<file path="config.mk">
export PLATFORM = sky130hd
export DESIGN_NAME = node_epoch_table
export DESIGN_NICKNAME = d
export VERILOG_FILES = /design/src/hw/rtl/net_pkg.sv /design/src/hw/rtl/net_mem.sv /design/src/hw/rtl/node_epoch_table.sv
export SDC_FILE = /design/constraint.sdc
export NUM_CORES = 1
export LEC_CHECK = 0
export ABC_AREA = 1
export BUFFER_PORTS_ARGS = -buffer_cell sky130_fd_sc_hd__buf_2
export CAP_MARGIN = 20
export CELL_PAD_IN_SITES_DETAIL_PLACEMENT = 0
export CELL_PAD_IN_SITES_GLOBAL_PLACEMENT = 1
export CORE_AREA = 5 5 339 341
export CTS_CLUSTER_DIAMETER = 200
export DETAILED_ROUTE_END_ITERATION = 8
export DIE_AREA = 0 0 344 346
export HOLD_SLACK_MARGIN = 0.08
export PLACE_DENSITY_LB_ADDON = 0.15
export SETUP_SLACK_MARGIN = 0.05
export SLEW_MARGIN = 40
export SYNTH_ARGS = -nofsm -noshare
export SYNTH_HDL_FRONTEND = slang
export SYNTH_SLANG_ARGS = --single-unit
</file>
<file path="constraint.sdc">
create_clock -name clk -period 10.8 [get_ports clk]
set_input_delay 2.7 -clock clk [delete_from_list [all_inputs] [get_ports clk]]
set_output_delay 2.7 -clock clk [all_outputs]
set_load 0.03 [all_outputs]
</file>
<file path="src/hw/rtl/net_pkg.sv">
`timescale 1ns / 1ps

package net_pkg;

	localparam int unsigned EPOCH_W = 32;
	localparam int unsigned NODE_W  = 16;

	localparam logic [EPOCH_W-1:0] MIN_EPOCH_RST = 32'd1577836800;
	localparam logic [EPOCH_W-1:0] BACKSTEP_RST  = 32'd86400;

	typedef enum logic [2:0] {
		ST_UPDATED   = 3'd0,
		ST_ADDED     = 3'd1,
		ST_ILLEGAL   = 3'd2,
		ST_BACKSTEP  = 3'd3,
		ST_FULL      = 3'd4,
		ST_FOUND     = 3'd5,
		ST_NOT_FOUND = 3'd6
	} status_t;

	typedef enum logic {
		OP_SET = 1'b0,
		OP_GET = 1'b1
	} op_t;

	typedef enum logic {
		CFG_MIN_EPOCH    = 1'b0,
		CFG_MAX_BACKSTEP = 1'b1
	} cfg_idx_t;

	typedef enum logic [1:0] {
		FSM_IDLE,
		FSM_SCAN,
		FSM_DECIDE
	} fsm_t;

	typedef struct packed {
		logic [NODE_W-1:0]  node;
		logic [EPOCH_W-1:0] epoch;
	} entry_t;

endpackage

</file>
<file path="src/hw/rtl/net_mem.sv">
`timescale 1ns / 1ps

module net_mem
	import net_pkg::*;
#(
	parameter int unsigned DEPTH = 16,
	parameter int unsigned IDX_W = 4
) (
	input  logic             clk,
	input  logic             wr_en,
	input  logic [IDX_W-1:0] wr_addr,
	input  entry_t           wr_data,
	input  logic             rd_en,
	input  logic [IDX_W-1:0] rd_addr,
	output entry_t           rd_data
);

	entry_t mem [DEPTH];
	entry_t rd_data_q;

	always_ff @(posedge clk) begin
		if (wr_en) begin
			mem[wr_addr] <= wr_data;
		end
	end

	always_ff @(posedge clk) begin
		if (rd_en) begin
			rd_data_q <= mem[rd_addr];
		end
	end

	assign rd_data = rd_data_q;

endmodule

</file>
<file path="src/hw/rtl/node_epoch_table.sv">
`timescale 1ns / 1ps

// node_epoch_table: maps a 16-bit node number to a 32-bit epoch in a table of
// TABLE_DEPTH entries held in one synchronous RAM (key and epoch side by side).
// A request is taken only while the engine is idle. It then walks the occupied
// entries from the oldest one up, one RAM read per cycle, and stops at the
// first key match. A decide cycle forms the status, writes the entry back on
// update or append, and loads the output register; the engine stays in the
// decide state while the output register is stalled. A set whose epoch is
// later than time_now or below min_valid_epoch is refused; with the sync
// flag set, a step back of more than max_backstep from the stored epoch is
// refused too.
// A finished result waits in the output register while the next request is
// accepted. RAM contents need no clearing: only entries below the fill count
// are ever read. Configuration writes are taken on every cycle.
module node_epoch_table
	import net_pkg::*;
#(
	parameter int unsigned TABLE_DEPTH = 16
) (
	input  logic        clk,
	input  logic        arst_n,
	// request stream
	input  logic        s_axis_tvalid,
	output logic        s_axis_tready,
	input  logic [79:0] s_axis_tdata,  // node_id[15:0], new_epoch[47:16], time_now[79:48]
	input  logic [1:0]  s_axis_tuser,  // op[0], sync[1]
	// result stream
	output logic        m_axis_tvalid,
	input  logic        m_axis_tready,
	output logic [31:0] m_axis_tdata,  // epoch_out[31:0]
	output logic [2:0]  m_axis_tuser,  // status[2:0]
	// register write channel
	input  logic        cfg_valid,
	output logic        cfg_ready,
	input  logic        cfg_index,
	input  logic [31:0] cfg_data
);

	localparam int unsigned IDX_W = (TABLE_DEPTH > 1) ? $clog2(TABLE_DEPTH) : 1;
	localparam int unsigned CNT_W = $clog2(TABLE_DEPTH + 1);
	localparam logic [CNT_W-1:0] CNT_FULL = CNT_W'(TABLE_DEPTH);

	// configuration registers
	logic [EPOCH_W-1:0] min_epoch_q;
	logic [EPOCH_W-1:0] max_back_q;

	// request held for the whole walk
	op_t                op_q;
	logic [NODE_W-1:0]  node_q;
	logic [EPOCH_W-1:0] epoch_q;
	logic [EPOCH_W-1:0] now_q;
	logic               sync_q;

	// walk state
	fsm_t               state_q, state_d;
	logic [CNT_W-1:0]   count_q;
	logic [CNT_W-1:0]   scan_idx_q;
	logic               chk_v_s1;
	logic [IDX_W-1:0]   chk_slot_s1;
	logic               hit_q;
	logic [IDX_W-1:0]   hit_slot_q;
	logic [EPOCH_W-1:0] hit_epoch_q;

	// output register
	logic               out_valid_q;
	status_t            out_status_q;
	logic [EPOCH_W-1:0] out_epoch_q;

	// RAM ports
	logic               rd_en;
	logic [IDX_W-1:0]   rd_addr;
	entry_t             rd_data;
	logic               wr_en;
	logic [IDX_W-1:0]   wr_addr;
	entry_t             wr_data;

	// decide-cycle signals
	logic               in_xfer;
	logic               out_free;
	logic               key_hit;
	logic               walk_done;
	logic               illegal;
	logic               backstep;
	status_t            status_d;
	logic [EPOCH_W-1:0] epoch_res_d;
	logic               add_d;
	logic [EPOCH_W-1:0] back_diff;

	assign in_xfer  = s_axis_tvalid && s_axis_tready;
	assign out_free = !out_valid_q || m_axis_tready;
	assign cfg_ready = 1'b1;

	// Register writes; an index outside the list cannot occur with one index bit.
	always_ff @(posedge clk or negedge arst_n) begin
		if (!arst_n) begin
			min_epoch_q <= MIN_EPOCH_RST;
			max_back_q  <= BACKSTEP_RST;
		end else if (cfg_valid && cfg_ready) begin
			case (cfg_idx_t'(cfg_index))
				CFG_MIN_EPOCH:    min_epoch_q <= cfg_data;
				CFG_MAX_BACKSTEP: max_back_q  <= cfg_data;
				default: ;
			endcase
		end
	end

	// Issue one RAM read per cycle while occupied entries remain and no key match is seen.
	assign rd_en   = (state_q == FSM_SCAN) && (scan_idx_q < count_q) && !key_hit;
	assign rd_addr = scan_idx_q[IDX_W-1:0];

	assign key_hit   = (state_q == FSM_SCAN) && chk_v_s1 && (rd_data.node == node_q);
	assign walk_done = (state_q == FSM_SCAN) && !chk_v_s1 && (scan_idx_q >= count_q);

	// Status decision from the held request and the walk result.
	assign illegal   = (epoch_q > now_q) || (epoch_q < min_epoch_q);
	assign back_diff = hit_epoch_q - epoch_q;
	assign backstep  = sync_q && (hit_epoch_q > epoch_q) && (back_diff > max_back_q);

	always_comb begin
		status_d    = ST_NOT_FOUND;
		epoch_res_d = '0;
		add_d       = 1'b0;
		wr_en       = 1'b0;
		wr_addr     = hit_slot_q;
		wr_data.node  = node_q;
		wr_data.epoch = epoch_q;
		if (op_q == OP_GET) begin
			if (hit_q) begin
				status_d    = ST_FOUND;
				epoch_res_d = hit_epoch_q;
			end
		end else if (illegal) begin
			status_d = ST_ILLEGAL;
		end else if (hit_q) begin
			if (backstep) begin
				status_d = ST_BACKSTEP;
			end else begin
				status_d = ST_UPDATED;
				wr_en    = 1'b1;
			end
		end else if (count_q == CNT_FULL) begin
			status_d = ST_FULL;
		end else begin
			status_d = ST_ADDED;
			add_d    = 1'b1;
			wr_en    = 1'b1;
			wr_addr  = count_q[IDX_W-1:0];
		end
		// only commit the write in the cycle that hands off the result
		if (!(state_q == FSM_DECIDE && out_free)) begin
			wr_en = 1'b0;
			add_d = 1'b0;
		end
	end

	// Next state and ready.
	always_comb begin
		state_d       = state_q;
		s_axis_tready = 1'b0;
		case (state_q)
			FSM_IDLE: begin
				s_axis_tready = 1'b1;
				if (s_axis_tvalid) begin
					state_d = FSM_SCAN;
				end
			end
			FSM_SCAN: begin
				if (key_hit || walk_done) begin
					state_d = FSM_DECIDE;
				end
			end
			FSM_DECIDE: begin
				if (out_free) begin
					state_d = FSM_IDLE;
				end
			end
			default: state_d = FSM_IDLE;
		endcase
	end

	always_ff @(posedge clk or negedge arst_n) begin
		if (!arst_n) begin
			state_q <= FSM_IDLE;
		end else begin
			state_q <= state_d;
		end
	end

	// Walk control and fill count.
	always_ff @(posedge clk or negedge arst_n) begin
		if (!arst_n) begin
			count_q    <= '0;
			scan_idx_q <= '0;
			chk_v_s1   <= 1'b0;
			hit_q      <= 1'b0;
		end else begin
			if (in_xfer) begin
				scan_idx_q <= '0;
				chk_v_s1   <= 1'b0;
				hit_q      <= 1'b0;
			end else if (state_q == FSM_SCAN) begin
				chk_v_s1 <= rd_en;
				if (rd_en) begin
					scan_idx_q <= scan_idx_q + 1'b1;
				end
				if (key_hit) begin
					hit_q <= 1'b1;
				end
			end
			if (add_d) begin
				count_q <= count_q + 1'b1;
			end
		end
	end

	// Payload: held request and the matching entry.
	always_ff @(posedge clk) begin
		if (in_xfer) begin
			op_q    <= op_t'(s_axis_tuser[0]);
			sync_q  <= s_axis_tuser[1];
			node_q  <= s_axis_tdata[15:0];
			epoch_q <= s_axis_tdata[47:16];
			now_q   <= s_axis_tdata[79:48];
		end
		if (rd_en) begin
			chk_slot_s1 <= rd_addr;
		end
		if (key_hit) begin
			hit_slot_q  <= chk_slot_s1;
			hit_epoch_q <= rd_data.epoch;
		end
	end

	// Output register: load on decide, drop on transfer.
	always_ff @(posedge clk or negedge arst_n) begin
		if (!arst_n) begin
			out_valid_q <= 1'b0;
		end else if (state_q == FSM_DECIDE && out_free) begin
			out_valid_q <= 1'b1;
		end else if (m_axis_tready) begin
			out_valid_q <= 1'b0;
		end
	end

	always_ff @(posedge clk) begin
		if (state_q == FSM_DECIDE && out_free) begin
			out_status_q <= status_d;
			out_epoch_q  <= epoch_res_d;
		end
	end

	assign m_axis_tvalid = out_valid_q;
	assign m_axis_tdata  = out_epoch_q;
	assign m_axis_tuser  = out_status_q;

	net_mem #(
		.DEPTH (TABLE_DEPTH),
		.IDX_W (IDX_W)
	) u_mem (
		.clk     (clk),
		.wr_en   (wr_en),
		.wr_addr (wr_addr),
		.wr_data (wr_data),
		.rd_en   (rd_en),
		.rd_addr (rd_addr),
		.rd_data (rd_data)
	);

endmodule

</file>
==> results of run 1 <==
-- layout by cell type (no fill, tap or decap), drive strengths merged, types with 4 or more instances in the layout --
cell,count
nand4,26
or2,8
buf,234
o32ai,114
o211ai,21
nand2,378
o221ai,79
edfxtp,973
o21a,5
inv,287
a21o,7
dfrtp,62
o21ai,291
mux2i,78
clkinv,51
nor3,17
bufinv,9
nor4,6
clkbuf,141
ha,135
nand3,109
xor2,24
xnor2,17
a21oi,84
o21bai,4
dfstp,17
nor2,549
-- worst paths after layout --
check,start,endpoint,cells after the start
max,epoch_q[2]$_DFFE_PP_,u_mem.mem[6][13]$_DFFE_PP_,21
min,u_mem.rd_data[31]$_DFFE_PP_,hit_epoch_q[31]$_DFFE_PP_,0
max reg2reg,epoch_q[2]$_DFFE_PP_,u_mem.mem[6][13]$_DFFE_PP_,21
min reg2reg,u_mem.rd_data[31]$_DFFE_PP_,hit_epoch_q[31]$_DFFE_PP_,0
max in group asynchronous,arst_n,min_epoch_q[8]$_DFFE_PN1P_,3
min in group asynchronous,arst_n,min_epoch_q[24]$_DFFE_PN0P_,1
-- synth_stat cells (17+ instances only) --
library cell | n | area, sq um
sky130_fd_sc_hd__nand4_1 | 26 | 162.7
sky130_fd_sc_hd__ha_1 | 135 | 1689
sky130_fd_sc_hd__o21ai_0 | 288 | 1441
sky130_fd_sc_hd__dfstp_2 | 17 | 446.7
sky130_fd_sc_hd__clkbuf_1 | 126 | 473.0
sky130_fd_sc_hd__nor2_1 | 543 | 2038
sky130_fd_sc_hd__dfrtp_1 | 62 | 1551
sky130_fd_sc_hd__edfxtp_1 | 973 | 29220
sky130_fd_sc_hd__nand2_1 | 373 | 1400
sky130_fd_sc_hd__mux2i_1 | 78 | 780.8
sky130_fd_sc_hd__o32ai_1 | 114 | 998.5
sky130_fd_sc_hd__buf_2 | 25 | 125.1
sky130_fd_sc_hd__a21oi_1 | 83 | 415.4
sky130_fd_sc_hd__nand3_1 | 104 | 520.5
sky130_fd_sc_hd__inv_1 | 276 | 1036
sky130_fd_sc_hd__xnor2_1 | 17 | 148.9
sky130_fd_sc_hd__xor2_1 | 24 | 210.2
sky130_fd_sc_hd__o221ai_1 | 79 | 691.9
sky130_fd_sc_hd__o211ai_1 | 21 | 157.7
-- worst max-delay path, stage by stage, from the launching register on --
cell and delay, ns:
sky130_fd_sc_hd__edfxtp_1 0.87, sky130_fd_sc_hd__inv_1 0.11, sky130_fd_sc_hd__ha_1 0.39, sky130_fd_sc_hd__a21oi_1 0.16
sky130_fd_sc_hd__nand2_1 0.14, sky130_fd_sc_hd__nand3_1 0.10, sky130_fd_sc_hd__nand3_1 0.20, sky130_fd_sc_hd__a21boi_0 0.51
sky130_fd_sc_hd__o21ai_0 0.23, sky130_fd_sc_hd__xor2_1 0.18, sky130_fd_sc_hd__ha_1 0.30, sky130_fd_sc_hd__nand2_1 0.08
sky130_fd_sc_hd__nor3_1 0.27, sky130_fd_sc_hd__nand2_1 0.10, sky130_fd_sc_hd__nor2_1 0.12, sky130_fd_sc_hd__nor2_1 0.06
sky130_fd_sc_hd__nand2_1 0.07, sky130_fd_sc_hd__nor2_2 0.12, sky130_fd_sc_hd__nor3_4 0.37, sky130_fd_sc_hd__nand3_2 0.29
sky130_fd_sc_hd__nor2_4 0.65, sky130_fd_sc_hd__buf_4 0.73
-- metal layers --
layer	vias to the layer above	share of wire
met5	-	0.00011
met4	2	0.017
met3	125	0.045
met2	609	0.47
met1	13560	0.47
li1	12960	-
-- registers in the layout (all words and copies together) (netlist names), 2 cells and up --
| register | cells |
|---|---|
| chk_slot_s1 | 4 |
| count_q | 5 |
| epoch_q | 32 |
| hit_epoch_q | 32 |
| hit_slot_q | 4 |
| m_axis_tdata | 32 |
| m_axis_tuser | 3 |
| max_back_q | 32 |
| min_epoch_q | 32 |
| node_q | 16 |
| now_q | 32 |
| scan_idx_q | 5 |
| state_q | 2 |
| u_mem.mem | 768 |
| u_mem.rd_data | 48 |
-- cell type report --
class,count,area (sq um),area share
well taps,1500,1877,0.03694
flip-flops and latches,1052,31230,0.6147
diodes,1,2.502,0.00004926
clock inverters,68,649.4,0.01278
repair buffers,234,1594,0.03138
multi-input cells,1971,11430,0.2249
inverters,282,1071,0.02108
clock buffers,141,2953,0.05813
-- stage by stage --
step / hold slack (ns) / cells / utilization
after floorplan: 0.4003 / 3466 / -
after global placement: 0.4026 / 5026 / 0.4202
after detailed placement: 0.4045 / 5032 / 0.4217
after CTS: 0.4067 / 5241 / 0.4540
after global routing: 0.4034 / 5249 / 0.4553
final: 0.3930 / 5249 / 0.4553
-- where the power goes --
| part | internal (mW) | total (mW) | leakage, nW | switching (mW) |
|---|---|---|---|---|
| Clock | 2.16 | 3.77 | 1.76 | 1.61 |
| Sequential | 4.93 | 5.15 | 9.76 | 0.226 |
| Combinational | 0.907 | 2.91 | 6.97 | 2.00 |
-- logic make-up (layout without fill, tap and decap cells) --
logic type,count (synthesis),after routing
xor+xnor,41,41
other cells,1,2
mux,78,78
flops,1052,1052
fa+ha+maj,136,136
compound gates,620,620
simple gates,1095,1095
buf+inv,443,725
==> impl_metrics.ini, run 1 <==
[status]
outcome = finished, final reports clean

[route]
wl_cell_um = 22.82
drt_iter0_drc = 2274
drt_wl_total_um = 119800
antenna_left = 0
drt_drc_violations_left = 0
drt_first_pass_iters = 5
viasPerCell = 5.191
detailroute.via_count = 27250

[critical_path]
critical_setup_path_class = reg2reg
worst_path_arrival_ns = 6.79
timing.critical_path.from_type = register
worstPathMaxFanout = 34
reg_to_reg_setup_timing_slack_ns = 4.31
cp-end-kind = register
crit_required_ns = 11.10

[placement]
number_of_port_buffers = 156
finalWeightedCongestion = 0.8067
place_area_sq_um = 47050
preCtsSetupSlack_ns = 4.227
detailedPlacementHpwl_um = 70830

[clock_network]
cts-root-buf = sky130_fd_sc_hd__clkbuf_16
postCtsSetupRepairBufs = 0
post_cts_resized = 0
clk_latency_ns = 0.71
clock_sink_count = 1052
cts-root-to-sink-buffers = 3
clk_transition_reported_paths_ns = 0.06
tritoncts.num_buffers = 111
htree_num_levels = 3
tritoncts_clock_tree = yes
post_cts_hold_buffer_count = 0

[sta]
timing.final.crit_period_ns = 6.490
setup_viol_count_final = 0
hold_viol_final = 0
post-route-worst-setup-slack_ns = 4.310
timing_worst_slew_pin_value_ns = 0.8386
tns_ns = 0
max-slew-margin-rel = 0.4409
layout_worst_path_cycle_share = 0.6009
rsz0062_at_grt = no
finalClockSkew_ns = 0.05262
achievable-frequency_ghz = 0.1541
report.final.slew_viol_count = 0

[grt]
global_route_congestion_overflow_total = 0
most_crowded_layer_gr = met2
grt_max_degree = 179
globalRouteTotalUtil = 0.1979
grt.met2_usage = 0.3205
grt_pass1_vias = 26590
antenna_found_initial = 2
grt_first_pass_wirelength_um = 177200
use_met3 = 0.02626
global_route.usage.met1 = 0.2874

[die]
pin_count = 158
chipHeight_um = 346
core-area_sq_um = 111600
initial_core_util = 0.3962
die_width_um = 344
die_area_sq_um = 119000
cell_rows = 123

[final_layout]
syn2layout_area_growth_pct = 14.93
drive_above_1_share = 0.1257
design_area_sq_um = 50800
final_nets = 3908
nFillCells = 10190

[yosys]
postSynthRegisterBits = 1052
postSynthAreaPerCell_sq_um = 12.75
synth_compound_gate_area_share = 0.08959
netlist-cell-type-count = 49
syn_area_sq_um = 44200
seq_total_area_yosys = 0.7062
synth_enable_flop_cells = 973
synth_mux_area_frac = 0.01766
synthXorXnorAreaFrac = 0.008124
synth_top_family_by_area = simple AND/OR/NAND/NOR gates
postSynthCellCount = 3466
synthSimpleGateAreaFrac = 0.1011
yosysWarnings = 0
async_reset_ff_frac = 0.07510
ys_dominant_reg_cell = sky130_fd_sc_hd__edfxtp_1
synth_adder_area_share = 0.03867
synthesis.nets = 3722

[power_and_ir_drop]
vdd_drop_max_mv = 0.2109
power-per-cell-area_nw_per_um2 = 233.0
static-leakage-power_nw = 18.49
post-layout-total-power_mw = 11.84

[flow_run]
drv_cap = 0

[hold_path]
holdCritPathClass = reg2reg
Power figures use the tool's default switching activity.
==> run 2, diff against run 1 <==
==> constraint.sdc (replaced) <==
create_clock -name clk -period 5.6 [get_ports clk]
set_input_delay 1.4 -clock clk [delete_from_list [all_inputs] [get_ports clk]]
set_output_delay 1.4 -clock clk [all_outputs]
set_load 0.03 [all_outputs]
==> impl_metrics.ini, run 2 (synthesis results as in run 1) <==
[status]
outcome = finished, final reports clean

[final_layout]
n_antenna_cell = 0
design_area_sq_um = 51200
syn2layout_area_growth_pct = 15.83
mostFrequentLayoutCell = sky130_fd_sc_hd__edfxtp_1
largest-register = u_mem.mem
largest_reg_flops = 768
mostFrequentLayoutCells = sky130_fd_sc_hd__edfxtp_1 (973), sky130_fd_sc_hd__nor2_1 (525), sky130_fd_sc_hd__nand2_1 (371)
drive_above_1_share = 0.1285
final-instance-count-excl-fill = 5268
final_nets = 3932
fin_util = 0.4589

[critical_path]
kind_of_cell_adding_the_most_delay_to_the_critical_path = simple AND/OR/NAND/NOR gates
crit_required_ns = 5.94
critical_setup_path_class = reg2reg
worst_reg2reg_path_length_in_cells = 21
worstPathMaxFanout = 20
slowest_stage = sky130_fd_sc_hd__a21boi_0
critical_path.cell_chain = ha_1, a21oi_1, o21ai_0, nand2_1, nand3_1, a21boi_0, nor2_1, o22ai_1, xnor2_1, ha_1, nand4_1, nor3_1, nand2_1, nor2_1, nor2_1, nand2_1, nor2_2, nor3_4, nand3_2, nor2_4, buf_4
timing.critical_path.from_type = register
cp.buffers_inverters = 1
cp-end-kind = register
worst_path_arrival_ns = 5.47
crit_cells = 21
critical-path-max-stage-delay_ns = 0.50

[route]
drt_drc_violations_left = 0
drt_iter0_drc = 2973
route.met2.wl_um = 55670
route.layer.met1.wl_um = 60630
antenna_left = 0
detailroute.via_count = 27900
wl_cell_um = 24.41
viasPerCell = 5.297
top_layer_used = met5
drt_wl_total_um = 128600
met3WireLength_um = 9715
drt_first_pass_iters = 5

[grt]
grt_first_pass_wirelength_um = 184900
globalRouteTotalUtil = 0.2111
grt_pass1_vias = 26650
antenna_found_initial = 17
grt_max_degree = 189
global_route_congestion_overflow_total = 0

[sta]
post-route-worst-setup-slack_ns = 0.4718
layout_worst_path_cycle_share = 0.9158
hold_viol_final = 0
timing.final.crit_period_ns = 5.128
setup_viol_count_final = 0
max-slew-margin-rel = 0.4324
achievable-frequency_ghz = 0.1950
rsz0062_at_grt = no
tns_ns = 0
timing_worst_slew_pin_value_ns = 0.8513
report.final.slew_viol_count = 0
worst_hold_check_slack_ns = 0.4140
finalClockSkew_ns = 0.03136

[power_and_ir_drop]
power-per-cell-area_nw_per_um2 = 457.0
power_switching_share = 0.3383
netSwitchingPower_mw = 7.916
power_frac_clock = 0.307
post-layout-total-power_mw = 23.40
vdd_drop_max_mv = 0.3370
static-leakage-power_nw = 18.64
pwr-share-seq = 0.420
p_int_mw = 15.48
combPwrFrac = 0.273

[clock_network]
tritoncts_clock_tree = yes
clk_transition_reported_paths_ns = 0.06
clock_sink_count = 1052
htree_num_levels = 3
clk_latency_ns = 0.70
cts-root-buf = sky130_fd_sc_hd__clkbuf_16
cts-root-to-sink-buffers = 3
post_cts_hold_buffer_count = 0
tritoncts.num_buffers = 111

[die]
die_width_um = 344
pin_count = 158
cell_rows = 123
core-area_sq_um = 111600
chipHeight_um = 346
initial_core_util = 0.3962
die_area_sq_um = 119000

[flow_run]
drv_cap = 0

[placement]
finalWeightedCongestion = 0.8444
detailedPlacementHpwl_um = 83940
place_area_sq_um = 47570
number_of_port_buffers = 156
preCtsSetupSlack_ns = 0.5187
dp_cells = 5059

[hold_path]
holdCritPathClass = reg2reg
whs_path_depth = 0
==> run 2: final timing paths <==
path / startpoint / end / slack [ns]
worst max-delay path: hit_epoch_q[4]$_DFFE_PP_ / u_mem.mem[1][44]$_DFFE_PP_ / 0.47
worst min-delay path: u_mem.rd_data[25]$_DFFE_PP_ / hit_epoch_q[25]$_DFFE_PP_ / 0.41
worst max register to register: hit_epoch_q[4]$_DFFE_PP_ / u_mem.mem[1][44]$_DFFE_PP_ / 0.47
worst min register to register: u_mem.rd_data[25]$_DFFE_PP_ / hit_epoch_q[25]$_DFFE_PP_ / 0.41
max in group asynchronous: arst_n / max_back_q[8]$_DFFE_PN1P_ / 3.90
min in group asynchronous: arst_n / min_epoch_q[21]$_DFFE_PN0P_ / 0.74
==> run 2: metal layers <==
metal  up-vias  track usage
li1      12990            -
met4         4      0.04915
met3       147      0.04808
met2       839       0.3063
met5         -            0
met1     13920       0.3237
==> run 2: layout make-up <==
type                            count  area, sq um
Timing Repair Buffer              258         2066
Inverter                          282         1069
Multi-Input combinational cell   1971        11440
Tap cell                         1500         1877
Fill cell                       10110        60370
Sequential cell                  1052        31230
Clock buffer                      142         2989
Clock inverter                     63        536.8
==> run 2: what timing repair did <==
action,4_1_cts,5_1_grt
setup endpoints to repair,0,317
setup buffers,0,0
gates resized for setup,0,1
==> run 2: power by group through the flow <==
| stage | clock [mW] | combinational, mW | sequential, mW |
|---|---|---|---|
| 2_1_floorplan | 0 | 3.77 | 9.96 |
| 3_3_place_gp | 0 | 6.28 | 9.98 |
| 3_5_place_dp | 0 | 6.31 | 9.99 |
| 4_1_cts | 7.35 | 6.33 | 9.83 |
| 5_1_grt | 7.67 | 6.99 | 9.87 |
| 6_report | 7.19 | 6.38 | 9.82 |
==> run 3, diff against run 2 <==
--- a/config.mk
+++ b/config.mk
@@ -5,15 +5,14 @@
 export SDC_FILE = /design/constraint.sdc
 export NUM_CORES = 1
 export LEC_CHECK = 0
-export ABC_AREA = 1
 export BUFFER_PORTS_ARGS = -buffer_cell sky130_fd_sc_hd__buf_2
 export CAP_MARGIN = 20
 export CELL_PAD_IN_SITES_DETAIL_PLACEMENT = 0
 export CELL_PAD_IN_SITES_GLOBAL_PLACEMENT = 1
-export CORE_AREA = 5 5 339 341
+export CORE_AREA = 5 5 335 337
 export CTS_CLUSTER_DIAMETER = 200
 export DETAILED_ROUTE_END_ITERATION = 8
-export DIE_AREA = 0 0 344 346
+export DIE_AREA = 0 0 340 342
 export HOLD_SLACK_MARGIN = 0.08
 export PLACE_DENSITY_LB_ADDON = 0.15
 export SETUP_SLACK_MARGIN = 0.05
==> impl_metrics.ini, run 3 <==
[status]
outcome = finished, final reports clean

[clock_network]
cts-root-to-sink-buffers = 3
clk_transition_reported_paths_ns = 0.06
post_cts_hold_buffer_count = 0
cts-root-buf = sky130_fd_sc_hd__clkbuf_16
clock_sink_count = 1052
tritoncts_clock_tree = yes
htree_num_levels = 3
clk_latency_ns = 0.69
tritoncts.num_buffers = 112

[sta]
rsz0062_at_grt = no
timing.final.crit_period_ns = 5.261
layout_worst_path_cycle_share = 0.9395
report.final.slew_viol_count = 0
tns_ns = 0
post-route-worst-setup-slack_ns = 0.3385
max-slew-margin-rel = 0.4281
finalClockSkew_ns = 0.03276
worst_hold_check_slack_ns = 0.4169
timing_worst_slew_pin_value_ns = 0.8528
achievable-frequency_ghz = 0.1901
setup_viol_count_final = 0
hold_viol_final = 0

[route]
antenna_left = 0
wl_cell_um = 27.19
detailroute.via_count = 21990
drt_first_pass_iters = 5
drt_drc_violations_left = 0
viasPerCell = 5.372
drt_iter0_drc = 1769
drt_wl_total_um = 111300

[final_layout]
largest-register = u_mem.mem
mostFrequentLayoutCells = sky130_fd_sc_hd__edfxtp_1 (973), sky130_fd_sc_hd__mux4_2 (240), sky130_fd_sc_hd__buf_2 (155)
fin_util = 0.4680
design_area_sq_um = 50800
mostFrequentLayoutCell = sky130_fd_sc_hd__edfxtp_1
drive_above_1_share = 0.3001
largest_reg_flops = 768
syn2layout_area_growth_pct = 18.03
final_nets = 2835
nFillCells = 9025

[die]
cell_rows = 121
initial_core_util = 0.3965
core-area_sq_um = 108600
pin_count = 158
die_area_sq_um = 116300
chipHeight_um = 342
die_width_um = 340

[hold_path]
holdCritPathClass = reg2reg
worstHoldEndpoint = hit_epoch_q[19]$_DFFE_PP_
min_from = u_mem.rd_data[19]$_DFFE_PP_
whs_path_depth = 0

[critical_path]
worst_path_arrival_ns = 5.69
cp-end-kind = register
reg_to_reg_setup_timing_slack_ns = 0.34
worstPathMaxFanout = 17
critical_setup_path_class = reg2reg
crit_required_ns = 6.03
worst_reg2reg_path_length_in_cells = 24
r2r_start = hit_epoch_q[17]$_DFFE_PP_
critical_path.reg2reg.endpoint = u_mem.mem[6][17]$_DFFE_PP_
timing.critical_path.from_type = register

[yosys]
ys_top_cells_by_area = sky130_fd_sc_hd__edfxtp_1 (68%), sky130_fd_sc_hd__mux4_2 (13%), sky130_fd_sc_hd__ha_1 (3.9%)
postSynthAreaPerCell_sq_um = 19.05
synth_enable_flop_cells = 973
syn_area_sq_um = 43040
netlist-cell-type-count = 70
synthTopCellsByCount = sky130_fd_sc_hd__edfxtp_1 (973), sky130_fd_sc_hd__mux4_2 (240), sky130_fd_sc_hd__inv_1 (150)
yosys.area.top_type = sky130_fd_sc_hd__edfxtp_1
synth_top_cell_area_share = 0.6789
postSynthCellCount = 2259
postSynthRegisterBits = 1052
async_reset_ff_frac = 0.07510
synthesis.nets = 2515
seq_total_area_yosys = 0.7253
yosysWarnings = 0
ys_dominant_reg_cell = sky130_fd_sc_hd__edfxtp_1
most_common_cell_in_the_netlist = sky130_fd_sc_hd__edfxtp_1

[grt]
global_route_congestion_overflow_total = 0
most_crowded_layer_gr = met2
grt.met2_usage = 0.3049
use_met3 = 0.04619
antenna_found_initial = 11
grt_first_pass_wirelength_um = 161800
globalRouteTotalUtil = 0.1905
global_route.usage.met1 = 0.2647
grt_max_degree = 80
grt_pass1_vias = 23280

[power_and_ir_drop]
vdd_drop_max_mv = 0.5068
static-leakage-power_nw = 17.43
power-per-cell-area_nw_per_um2 = 413.5

[flow_run]
drv_cap = 0

[placement]
number_of_port_buffers = 156
detailedPlacementHpwl_um = 72520
finalWeightedCongestion = 0.8172
place_area_sq_um = 46860
preCtsSetupSlack_ns = 0.02474
## run 3: cell count changes after synthesis, sizes merged, moves of 88 or more
cell | before | now
inv | 281 | 150
mux4 | 0 | 240
nand2 | 378 | 76
nand3 | 109 | 21
nor2 | 549 | 42
o21ai | 291 | 64
o32ai | 114 | 1
## run 3: worst max path at each step
stage / startpoint / to / cells after the start
floorplan: epoch_q[0]$_DFFE_PP_ / u_mem.mem[4][0]$_DFFE_PP_ / 19
global placement: hit_epoch_q[0]$_DFFE_PP_ / u_mem.mem[7][39]$_DFFE_PP_ / 23
detailed placement: hit_epoch_q[6]$_DFFE_PP_ / u_mem.mem[4][37]$_DFFE_PP_ / 20
CTS: hit_epoch_q[14]$_DFFE_PP_ / u_mem.mem[7][39]$_DFFE_PP_ / 21
global route: epoch_q[21]$_DFFE_PP_ / u_mem.mem[6][17]$_DFFE_PP_ / 25
finish: hit_epoch_q[17]$_DFFE_PP_ / u_mem.mem[6][17]$_DFFE_PP_ / 24
## run 3: layout make-up
cell class	instances	area, sq um	share of cell area
Sequential cell	1052	31230	0.6147
Multi-Input combinational cell	973	11230	0.2210
Clock buffer	139	2999	0.05904
Timing Repair Buffer	290	2273	0.04475
Tap cell	1414	1769	0.03483
Clock inverter	75	733.2	0.01443
Inverter	150	568.0	0.01118
Antenna cell	1	2.502	0.00004926
## run 3: power breakdown
part	internal, mW	leakage, nW	switching [mW]
logic	1.55	5.88	2.27
registers	9.43	9.74	0.331
clock network	4.36	1.81	3.06
## run 3: timing repair
item,CTS,global route
setup buffers,1,5
hold endpoints to repair,0,0
setup endpoints to repair,243,768
pin swaps,1,7
resized for setup,3,13
cloned,0,2
## run 3: cells by family after synthesis
group / count (synthesis) / synth area share
xor+xnor: 44 / 0.008954
other cells: 1 / 0.00008713
flops: 1052 / 0.7253
compound gates: 243 / 0.03756
mux: 275 / 0.1347
fa+ha+maj: 136 / 0.03971
simple gates: 274 / 0.03279
buf+inv: 234 / 0.02087
## run 3: through the flow
step,instances,total power [mW]
3_5_place_dp,3869,13.80
2_1_floorplan,2259,12.28
4_1_cts,4084,21.27
5_1_grt,4093,21.95
3_3_place_gp,3869,13.72
6_report,4094,21.01
## run 3: per-layer routing
metal | vias to the layer above | wire (um)
met1 | 11590 | 49220
met4 | 6 | 2778
met2 | 527 | 52250
met5 | - | 39
li1 | 9723 | -
met3 | 146 | 7007
## run 3: worst max-delay path: stages, from the launching register on
cell                        delay [ns]
sky130_fd_sc_hd__edfxtp_1         0.41
sky130_fd_sc_hd__ha_1             0.31
sky130_fd_sc_hd__buf_4            0.16
sky130_fd_sc_hd__nand2_1          0.14
sky130_fd_sc_hd__nor2_1           0.12
sky130_fd_sc_hd__a311oi_2         0.34
sky130_fd_sc_hd__buf_4            0.17
sky130_fd_sc_hd__o21a_1           0.12
sky130_fd_sc_hd__o2111ai_2        0.17
sky130_fd_sc_hd__a31o_2           0.28
sky130_fd_sc_hd__a21oi_1          0.20
sky130_fd_sc_hd__xnor2_1          0.09
sky130_fd_sc_hd__ha_1             0.30
sky130_fd_sc_hd__nand4_1          0.15
sky130_fd_sc_hd__nor4_2           0.34
sky130_fd_sc_hd__buf_4            0.17
sky130_fd_sc_hd__o2111ai_1        0.10
sky130_fd_sc_hd__a31oi_1          0.18
sky130_fd_sc_hd__o31ai_1          0.10
sky130_fd_sc_hd__a211o_2          0.36
sky130_fd_sc_hd__nand4_1          0.12
sky130_fd_sc_hd__buf_4            0.19
sky130_fd_sc_hd__a211oi_4         0.07
sky130_fd_sc_hd__buf_4            0.21
sky130_fd_sc_hd__clkbuf_16        0.20
